===== config.mk =====
export PLATFORM = sky130hd
export DESIGN_NAME = health_aware_round_robin_select
export DESIGN_NICKNAME = d
export VERILOG_FILES = /design/src/design/harrs_pkg.sv /design/src/design/harrs_scan.sv /design/src/design/health_aware_round_robin_select.sv
export VERILOG_INCLUDE_DIRS = /design/src /design/src/design
export SDC_FILE = /design/constraint.sdc
export NUM_CORES = 1
export LEC_CHECK = 0
export BUFFER_PORTS_ARGS = -buffer_cell sky130_fd_sc_hd__clkbuf_2
export CORE_MARGIN = 8
export CORE_UTILIZATION = 59
export DETAILED_ROUTE_END_ITERATION = 7
export PLACE_DENSITY = 0.83
export SLEW_MARGIN = 30
export SYNTH_ARGS = -nofsm -noshare
export SYNTH_HDL_FRONTEND = slang
export SYNTH_SLANG_ARGS = --single-unit

===== constraint.sdc =====
create_clock -name i_clk -period 3 [get_ports i_clk]
set_input_delay 0.15 -clock i_clk [delete_from_list [all_inputs] [get_ports i_clk]]
set_output_delay 0.15 -clock i_clk [all_outputs]
set_load 0.02 [all_outputs]

===== src/design/health_aware_round_robin_select_macros.svh =====
// ----------------------------------------------------------------------------
// Assertion macros
// Shared assertion helpers for the health-aware round-robin selector.
// ----------------------------------------------------------------------------
`ifndef HEALTH_AWARE_ROUND_ROBIN_SELECT_MACROS_SVH
`define HEALTH_AWARE_ROUND_ROBIN_SELECT_MACROS_SVH

`ifndef NO_ASSERTIONS

// Check that a condition implies another in the same cycle.
`define HARRS_ASSERT_SAME(label, clk, rst_n, ante, cons) \
    label: assert property (@(posedge clk) disable iff (!rst_n) (ante) |-> (cons)) \
        else $error("harrs assertion failed");

// Check that a condition implies another in the next cycle.
`define HARRS_ASSERT_NEXT(label, clk, rst_n, ante, cons) \
    label: assert property (@(posedge clk) disable iff (!rst_n) (ante) |=> (cons)) \
        else $error("harrs assertion failed");

`else

`define HARRS_ASSERT_SAME(label, clk, rst_n, ante, cons)
`define HARRS_ASSERT_NEXT(label, clk, rst_n, ante, cons)

`endif

`endif


===== src/design/harrs_pkg.sv =====
// ----------------------------------------------------------------------------
// harrs_pkg
// Types and constants shared by the health-aware round-robin selector.
// ----------------------------------------------------------------------------
package harrs_pkg;

    localparam int ID_W     = 3;  // backend id width
    localparam int POS_W    = 3;  // stored list position width
    localparam int SLOT_W   = 4;  // member count, 0..8
    localparam int MEMBER_W = 8;  // membership mask width
    localparam int ROUTE_W  = 2;  // route select width
    localparam int NUM_CFG  = 4;  // membership registers

    localparam logic OP_SELECT = 1'b0;
    localparam logic OP_HEALTH = 1'b1;

    localparam logic [MEMBER_W-1:0] MEMBERS_RESET [NUM_CFG] = '{8'd3, 8'd4, 8'd7, 8'd0};

    typedef struct packed {
        logic clear;   // start a new search
        logic step;    // examine one backend
    } t_scan_ctl;

    typedef struct packed {
        logic              found;
        logic [ID_W-1:0]   id;
        logic [POS_W-1:0]  slot;   // list slot of the chosen backend
        logic [SLOT_W-1:0] count;  // members seen so far
    } t_scan_res;

endpackage


===== src/design/harrs_scan.sv =====
// ----------------------------------------------------------------------------
// harrs_scan
// Shared search step: examines one backend per cycle while step is set, tracks
// its list slot and keeps the first healthy member at or past the start slot
// and the first healthy member before it.
// ----------------------------------------------------------------------------
module harrs_scan (
    input  logic                          i_clk,
    input  logic                          i_rst_n,
    input  harrs_pkg::t_scan_ctl          i_ctl,
    input  logic                          i_member,
    input  logic                          i_healthy,
    input  logic [harrs_pkg::ID_W-1:0]    i_id,
    input  logic [harrs_pkg::POS_W-1:0]   i_start,
    output harrs_pkg::t_scan_res          o_res
);

    logic [harrs_pkg::SLOT_W-1:0] r_slot,    n_slot;
    logic                         r_hi_vld,  n_hi_vld;
    logic [harrs_pkg::ID_W-1:0]   r_hi_id,   n_hi_id;
    logic [harrs_pkg::POS_W-1:0]  r_hi_slot, n_hi_slot;
    logic                         r_lo_vld,  n_lo_vld;
    logic [harrs_pkg::ID_W-1:0]   r_lo_id,   n_lo_id;
    logic [harrs_pkg::POS_W-1:0]  r_lo_slot, n_lo_slot;
    logic                         w_past_start;

    assign w_past_start = (r_slot >= {1'b0, i_start});

    always_comb begin
        n_slot    = r_slot;
        n_hi_vld  = r_hi_vld;
        n_hi_id   = r_hi_id;
        n_hi_slot = r_hi_slot;
        n_lo_vld  = r_lo_vld;
        n_lo_id   = r_lo_id;
        n_lo_slot = r_lo_slot;
        if (i_ctl.clear) begin
            n_slot   = '0;
            n_hi_vld = 1'b0;
            n_lo_vld = 1'b0;
        end else if (i_ctl.step && i_member) begin
            // keep only the first hit in each half of the cyclic order
            if (i_healthy && w_past_start && !r_hi_vld) begin
                n_hi_vld  = 1'b1;
                n_hi_id   = i_id;
                n_hi_slot = r_slot[harrs_pkg::POS_W-1:0];
            end
            if (i_healthy && !w_past_start && !r_lo_vld) begin
                n_lo_vld  = 1'b1;
                n_lo_id   = i_id;
                n_lo_slot = r_slot[harrs_pkg::POS_W-1:0];
            end
            n_slot = r_slot + 1'b1;
        end
    end

    always_ff @(posedge i_clk) begin
        if (!i_rst_n) begin
            r_slot   <= '0;
            r_hi_vld <= 1'b0;
            r_lo_vld <= 1'b0;
        end else begin
            r_slot   <= n_slot;
            r_hi_vld <= n_hi_vld;
            r_lo_vld <= n_lo_vld;
        end
        r_hi_id   <= n_hi_id;
        r_hi_slot <= n_hi_slot;
        r_lo_id   <= n_lo_id;
        r_lo_slot <= n_lo_slot;
    end

    // a stale start leaves the upper half empty, so the lower hit wins
    always_comb begin
        o_res.found = r_hi_vld || r_lo_vld;
        o_res.id    = r_hi_vld ? r_hi_id   : (r_lo_vld ? r_lo_id   : '0);
        o_res.slot  = r_hi_vld ? r_hi_slot : r_lo_slot;
        o_res.count = r_slot;
    end

endmodule


===== src/design/health_aware_round_robin_select.sv =====
// ----------------------------------------------------------------------------
// health_aware_round_robin_select
// Per-route round-robin backend selector that skips unhealthy backends.
// ----------------------------------------------------------------------------
// A health request (tuser = 1) updates one backend's healthy bit in the cycle
// it is accepted and returns nothing; the next request can follow at once. A
// select request (tuser = 0) walks the backends one per cycle through a shared
// search step, and the input is not ready until its result is loaded into
// the result register. A select on a route at or above min(ROUTES, 4) skips
// the walk. A result waits in the output register until taken; health
// requests are still accepted meanwhile. Membership masks are to be written
// through the cfg port only while the block is idle; the block itself does
// not enforce this. No clearing pass follows reset.
// ----------------------------------------------------------------------------
`include "health_aware_round_robin_select_macros.svh"

module health_aware_round_robin_select #(
    parameter int BACKENDS = 8,
    parameter int ROUTES   = 4
) (
    input  logic                              i_clk,
    input  logic                              i_rst_n,
    // cfg write port
    input  logic                              i_cfg_we,
    input  logic [harrs_pkg::ROUTE_W-1:0]     i_cfg_index,
    input  logic [harrs_pkg::MEMBER_W-1:0]    i_cfg_data,
    // request stream
    input  logic                              i_s_axis_tvalid,
    output logic                              o_s_axis_tready,
    input  logic [7:0]                        i_s_axis_tdata,  // route_select[1:0], backend_id[4:2], health_value[5]
    input  logic [0:0]                        i_s_axis_tuser,  // op[0]
    // result stream
    output logic                              o_m_axis_tvalid,
    input  logic                              i_m_axis_tready,
    output logic [7:0]                        o_m_axis_tdata,  // chosen_backend[2:0]
    output logic [0:0]                        o_m_axis_tuser   // found[0]
);

    localparam int NB   = (BACKENDS < 8) ? BACKENDS : 8;
    localparam int NR   = (ROUTES < harrs_pkg::NUM_CFG) ? ROUTES : harrs_pkg::NUM_CFG;
    localparam int BI_W = (NB > 1) ? $clog2(NB) : 1;
    localparam int RT_W = (NR > 1) ? $clog2(NR) : 1;

    typedef enum logic [2:0] {
        ST_IDLE = 3'b001,
        ST_SCAN = 3'b010,
        ST_DONE = 3'b100
    } t_state;

    t_state                              r_state, n_state;
    logic [harrs_pkg::MEMBER_W-1:0]      r_members [NR];
    logic [harrs_pkg::POS_W-1:0]         r_pos [NR];
    logic [NB-1:0]                       r_healthy;
    logic [harrs_pkg::MEMBER_W-1:0]      r_mask;
    logic [harrs_pkg::POS_W-1:0]         r_start;
    logic [harrs_pkg::ROUTE_W-1:0]       r_route;
    logic [harrs_pkg::ID_W-1:0]          r_id;
    logic                                r_out_valid;
    logic                                r_out_found;
    logic [harrs_pkg::ID_W-1:0]          r_out_id;

    logic                                w_in_acc;
    logic                                w_op;
    logic [harrs_pkg::ROUTE_W-1:0]       w_route;
    logic [harrs_pkg::ID_W-1:0]          w_bid;
    logic                                w_hv;
    logic                                w_route_ok;
    logic                                w_bid_ok;
    logic                                w_last_id;
    logic                                w_out_load;
    harrs_pkg::t_scan_ctl                w_ctl;
    harrs_pkg::t_scan_res                w_res;

    assign w_op    = i_s_axis_tuser[0];
    assign w_route = i_s_axis_tdata[1:0];
    assign w_bid   = i_s_axis_tdata[4:2];
    assign w_hv    = i_s_axis_tdata[5];

    assign o_s_axis_tready = (r_state == ST_IDLE);
    assign w_in_acc        = i_s_axis_tvalid && o_s_axis_tready;
    assign w_route_ok      = ({1'b0, w_route} < 3'(NR));
    assign w_bid_ok        = ({1'b0, w_bid} < 4'(NB));
    assign w_last_id       = (r_id == harrs_pkg::ID_W'(NB - 1));
    assign w_out_load      = (r_state == ST_DONE) && (!r_out_valid || i_m_axis_tready);

    assign w_ctl.clear = w_in_acc && (w_op == harrs_pkg::OP_SELECT);
    assign w_ctl.step  = (r_state == ST_SCAN);

    harrs_scan u_scan (
        .i_clk     (i_clk),
        .i_rst_n   (i_rst_n),
        .i_ctl     (w_ctl),
        .i_member  (r_mask[r_id]),
        .i_healthy (r_healthy[r_id[BI_W-1:0]]),
        .i_id      (r_id),
        .i_start   (r_start),
        .o_res     (w_res)
    );

    always_comb begin
        n_state = r_state;
        unique case (r_state)
            ST_IDLE: begin
                if (w_in_acc && (w_op == harrs_pkg::OP_SELECT)) begin
                    n_state = w_route_ok ? ST_SCAN : ST_DONE;
                end
            end
            ST_SCAN: begin
                if (w_last_id) begin
                    n_state = ST_DONE;
                end
            end
            ST_DONE: begin
                if (w_out_load) begin
                    n_state = ST_IDLE;
                end
            end
            default: n_state = ST_IDLE;
        endcase
    end

    always_ff @(posedge i_clk) begin
        if (!i_rst_n) begin
            r_state     <= ST_IDLE;
            r_healthy   <= '1;
            r_out_valid <= 1'b0;
            r_id        <= '0;
            for (int r = 0; r < NR; r++) begin
                r_members[r] <= harrs_pkg::MEMBERS_RESET[r];
                r_pos[r]     <= '0;
            end
        end else begin
            r_state <= n_state;

            if (i_cfg_we && ({1'b0, i_cfg_index} < 3'(NR))) begin
                r_members[i_cfg_index[RT_W-1:0]] <= i_cfg_data;
            end

            if (w_in_acc && (w_op == harrs_pkg::OP_HEALTH) && w_bid_ok) begin
                r_healthy[w_bid[BI_W-1:0]] <= w_hv;
            end

            if (w_ctl.clear) begin
                r_id <= '0;
            end else if (r_state == ST_SCAN) begin
                r_id <= r_id + 1'b1;
            end

            // advance the route past the chosen slot, wrap at the list end
            if (w_out_load && w_res.found) begin
                if (({1'b0, w_res.slot} + 1'b1) == w_res.count) begin
                    r_pos[r_route[RT_W-1:0]] <= '0;
                end else begin
                    r_pos[r_route[RT_W-1:0]] <= w_res.slot + 1'b1;
                end
            end

            if (w_out_load) begin
                r_out_valid <= 1'b1;
            end else if (i_m_axis_tready) begin
                r_out_valid <= 1'b0;
            end
        end

        if (w_ctl.clear) begin
            r_route <= w_route;
            r_mask  <= w_route_ok ? r_members[w_route[RT_W-1:0]] : '0;
            r_start <= w_route_ok ? r_pos[w_route[RT_W-1:0]] : '0;
        end

        if (w_out_load) begin
            r_out_found <= w_res.found;
            r_out_id    <= w_res.id;
        end
    end

    assign o_m_axis_tvalid   = r_out_valid;
    assign o_m_axis_tdata    = {{(8 - harrs_pkg::ID_W){1'b0}}, r_out_id};
    assign o_m_axis_tuser[0] = r_out_found;

    `HARRS_ASSERT_SAME(a_none_zero_id, i_clk, i_rst_n, o_m_axis_tvalid && !o_m_axis_tuser[0], o_m_axis_tdata == 8'd0)
    `HARRS_ASSERT_SAME(a_pick_valid, i_clk, i_rst_n, (r_state == ST_DONE) && w_res.found, r_mask[w_res.id] && r_healthy[w_res.id[BI_W-1:0]])
    `HARRS_ASSERT_NEXT(a_select_scans, i_clk, i_rst_n, w_in_acc && (w_op == harrs_pkg::OP_SELECT) && w_route_ok, (r_state == ST_SCAN) && (r_id == '0))
    `HARRS_ASSERT_NEXT(a_result_written, i_clk, i_rst_n, w_out_load, o_m_axis_tvalid && (r_state == ST_IDLE))

endmodule


==> impl_metrics.py <==
metrics = {
    "run_status": {
        "status": "finished, final reports clean",
    },
    "worst_hold_path": {
        "hold_path_class": "input port to flop",
        "hold_start": "i_cfg_data[1]",
    },
    "route": {
        "wl_per_cell_um": 16.5,
        "drtIter0Drc": 133,
        "drc_errors": 0,
        "vias": 2536,
        "wl_um": 7470,
        "first_pass_iters": 4,
        "routed_via_density": 5.60,
        "ant_nets": 0,
    },
    "clocking": {
        "cts-root-buf": "clkbuf_8",
        "cts_buffers": 9,
        "clk_latency_ps": 360,
        "cts_resized": 0,
        "clockBufferDepth": 2,
        "ctsHoldBuffers": 0,
        "cts_setup_buffers": 0,
        "clk_pin_slew_ps": 90,
        "cts_tree": "yes",
        "htreeDepth": 3,
        "cts.sinks": 94,
    },
    "yosys": {
        "syn_area_per_cell_um2": 13.9,
        "ys_seq_area_share_pct": 59.8,
        "ys.flop_type": "edfxtp_1",
        "ys_ff_latch": 94,
        "syn_inst": 315,
        "synth_edf_count": 73,
        "netlist_area_um2": 4370,
        "yosysWarnings": 0,
        "ys_types": 57,
        "async_flop_share_pct": 0,
    },
    "worst_setup_path": {
        "worstReg2RegStart": "u_scan.r_slot[0]$_SDFFE_PP0P_",
        "crit_start": "u_scan.r_slot[0]$_SDFFE_PP0P_",
        "crit_arrival_ps": 2760,
        "required_ps": 3080,
        "cp-start-kind": "flop",
        "end_kind": "flop",
        "path_class": "flop to flop",
        "cp_max_fo": 6,
        "r2r_slack_ps": 310,
    },
    "die": {
        "die-area_um2": 10400,
        "dieWidth_um": 102,
        "row_count": 31,
        "num_io_pins": 35,
        "core_region_area_um2": 7210,
        "die_h_um": 102,
        "start_util_pct": 60.5,
    },
    "timing": {
        "slew_headroom_pct": 38.5,
        "fin_crit_sh_pct": 89.6,
        "rsz0062_at_grt": "no",
        "clock_skew_ps": 7.24,
        "final-hold-violation-count": 0,
        "worst_slack_ps": 313,
        "worst_pin_slew_ps": 899,
        "finalCriticalPeriod_ps": 2690,
        "clock.fmax_mhz": 372,
        "drv_slew": 0,
        "setup_violations": 0,
        "fin_tns_setup_ps": 0,
    },
    "finish": {
        "area_growth_pct": 9.86,
        "nets": 380,
        "n_fill_cell": 544,
        "diodes": 0,
        "final-instance-count-excl-fill": 453,
        "drive_above_1_share_pct": 23.4,
    },
    "global_routing": {
        "grt_antenna_before_repair": 0,
        "grt_pass1_wl_um": 12300,
        "grt_pass1_vias": 2618,
        "grtUsageTotal_pct": 15.6,
        "grt-ovfl-total": 0,
        "grt_max_degree": 26,
    },
    "placed_design": {
        "place_ws_ps": 533,
        "place_inst": 437,
        "gp_congestion": 0.790,
        "io_buffers": 27,
        "hpwl_um": 5450,
    },
    "power": {
        "total_power_w": 0.00244,
        "powerDensity_nw_per_um2": 509,
        "ir_drop_mv": 0.381,
        "p_leak_nw": 1.74,
    },
    "run": {
        "cap_violations": 0,
    },
}
## power by group
group / switching [W] / total, W / internal, W
Clock: 0.000423 / 0.000820 / 0.000397
Sequential: 0.0000207 / 0.00148 / 0.00145
Combinational: 0.0000837 / 0.000147 / 0.0000633
## through the flow
stage / utilization, % / cell area (µm²) / hold slack, ps
final: 66.5 / 4800 / 81.6
after global routing: 66.5 / 4800 / 92.4
after CTS: 66.5 / 4800 / 71.4
after detailed placement: 63.8 / 4600 / 444
after global placement: 63.7 / 4590 / 441
after floorplan: - / 4380 / 249
## routing by layer
layer  GRT usage (%)  vias up  wire [µm]
li1                -     1247          -
met2            27.1       42       3940
met3            3.41       15        225
met1            17.5     1232       3120
met5               0        -          0
met4            8.35        0        185
## area by class of cell
class | count | area, µm² | share of cell area (%)
flip-flops and latches | 94 | 2610 | 54.5
inverters | 8 | 30.0 | 0.626
clock buffers | 14 | 184 | 3.83
repair buffers | 34 | 188 | 3.91
well taps | 99 | 124 | 2.58
clock inverters | 2 | 12.5 | 0.261
multi-input cells | 202 | 1650 | 34.3
## cells in the final DEF (no fill, tap or decap), types with 3 or more instances in the layout
| master | count |
|---|---|
| dfxtp_1 | 21 |
| o211ai_1 | 4 |
| ha_1 | 7 |
| a22o_1 | 3 |
| and3_1 | 9 |
| nand4b_1 | 4 |
| and2_1 | 20 |
| mux2_2 | 3 |
| inv_1 | 7 |
| nor3b_1 | 3 |
| nor2b_1 | 7 |
| nand2b_1 | 14 |
| nand2_1 | 19 |
| a211o_1 | 4 |
| nor3_1 | 5 |
| clkbuf_2 | 27 |
| mux2i_1 | 9 |
| edfxtp_1 | 73 |
| nor2_1 | 17 |
| nand2_2 | 3 |
| nand4_1 | 6 |
| mux4_2 | 13 |
| clkbuf_8 | 11 |
| o21ai_0 | 5 |
| xnor2_1 | 3 |
| nand3b_1 | 3 |
| buf_4 | 7 |
| nor3b_2 | 4 |
| nor4_1 | 3 |
| conb_1 | 5 |
## state kept, by name (all words and copies together) (netlist names), 4 cells and up
| register | count |
|---|---|
| r_healthy | 8 |
| r_mask | 8 |
| r_members | 32 |
| r_pos | 12 |
| u_scan.r_slot | 4 |
## kinds of logic after synthesis
logic type	Yosys count	share of synthesized area [%]
AO/OA/AOI/OAI	28	5.07
XOR/XNOR	5	1.32
adder cells (fa/ha/maj)	7	2.01
buffers and inverters	23	2.95
flip-flops	94	59.8
multiplexers	27	10.2
other	1	0.0859
AND/OR/NAND/NOR	130	18.6
## worst max-delay path, stage by stage (launching register included)
cell and delay [ps]:
dfxtp_1 430, inv_1 120, ha_1 270, nand2b_1 140, a2111oi_0 820, nor2_1 170, nor4_1 240, buf_4 220
## final timing paths
check                                                      to  cells after the start
worst min-delay path            r_members[0][1]$_SDFFCE_PN1P_                      2
worst max register to register    u_scan.r_lo_id[1]$_DFFE_PP_                      7
worst max-delay path              u_scan.r_lo_id[1]$_DFFE_PP_                      7
worst min register to register      r_healthy[6]$_SDFFE_PN1P_                      1
## cell usage after synthesis (3+ instances only)
library cell | n | area (µm²)
o21ai_0 | 5 | 25.0
clkbuf_1 | 5 | 18.8
xnor2_1 | 3 | 26.3
nand2_1 | 19 | 71.3
nor3b_1 | 3 | 22.5
a22o_1 | 3 | 26.3
and2_1 | 20 | 125
edfxtp_1 | 73 | 2190
buf_4 | 7 | 52.6
inv_1 | 7 | 26.3
nand4b_1 | 4 | 35.0
dfxtp_1 | 21 | 420
mux2i_1 | 9 | 90.1
nand2b_1 | 14 | 87.6
mux4_2 | 13 | 293
nor4_1 | 3 | 18.8
nor2_1 | 17 | 63.8
nand2_2 | 3 | 18.8
a211o_1 | 4 | 35.0
nand4_1 | 6 | 37.5
and3_1 | 9 | 56.3
nor3_1 | 5 | 25.0
nor2b_1 | 7 | 43.8
nand3b_1 | 3 | 22.5
o211ai_1 | 4 | 30.0
ha_1 | 7 | 87.6
nor3b_2 | 4 | 50.1
mux2_2 | 3 | 33.8
(Power assumes the default switching activity.)
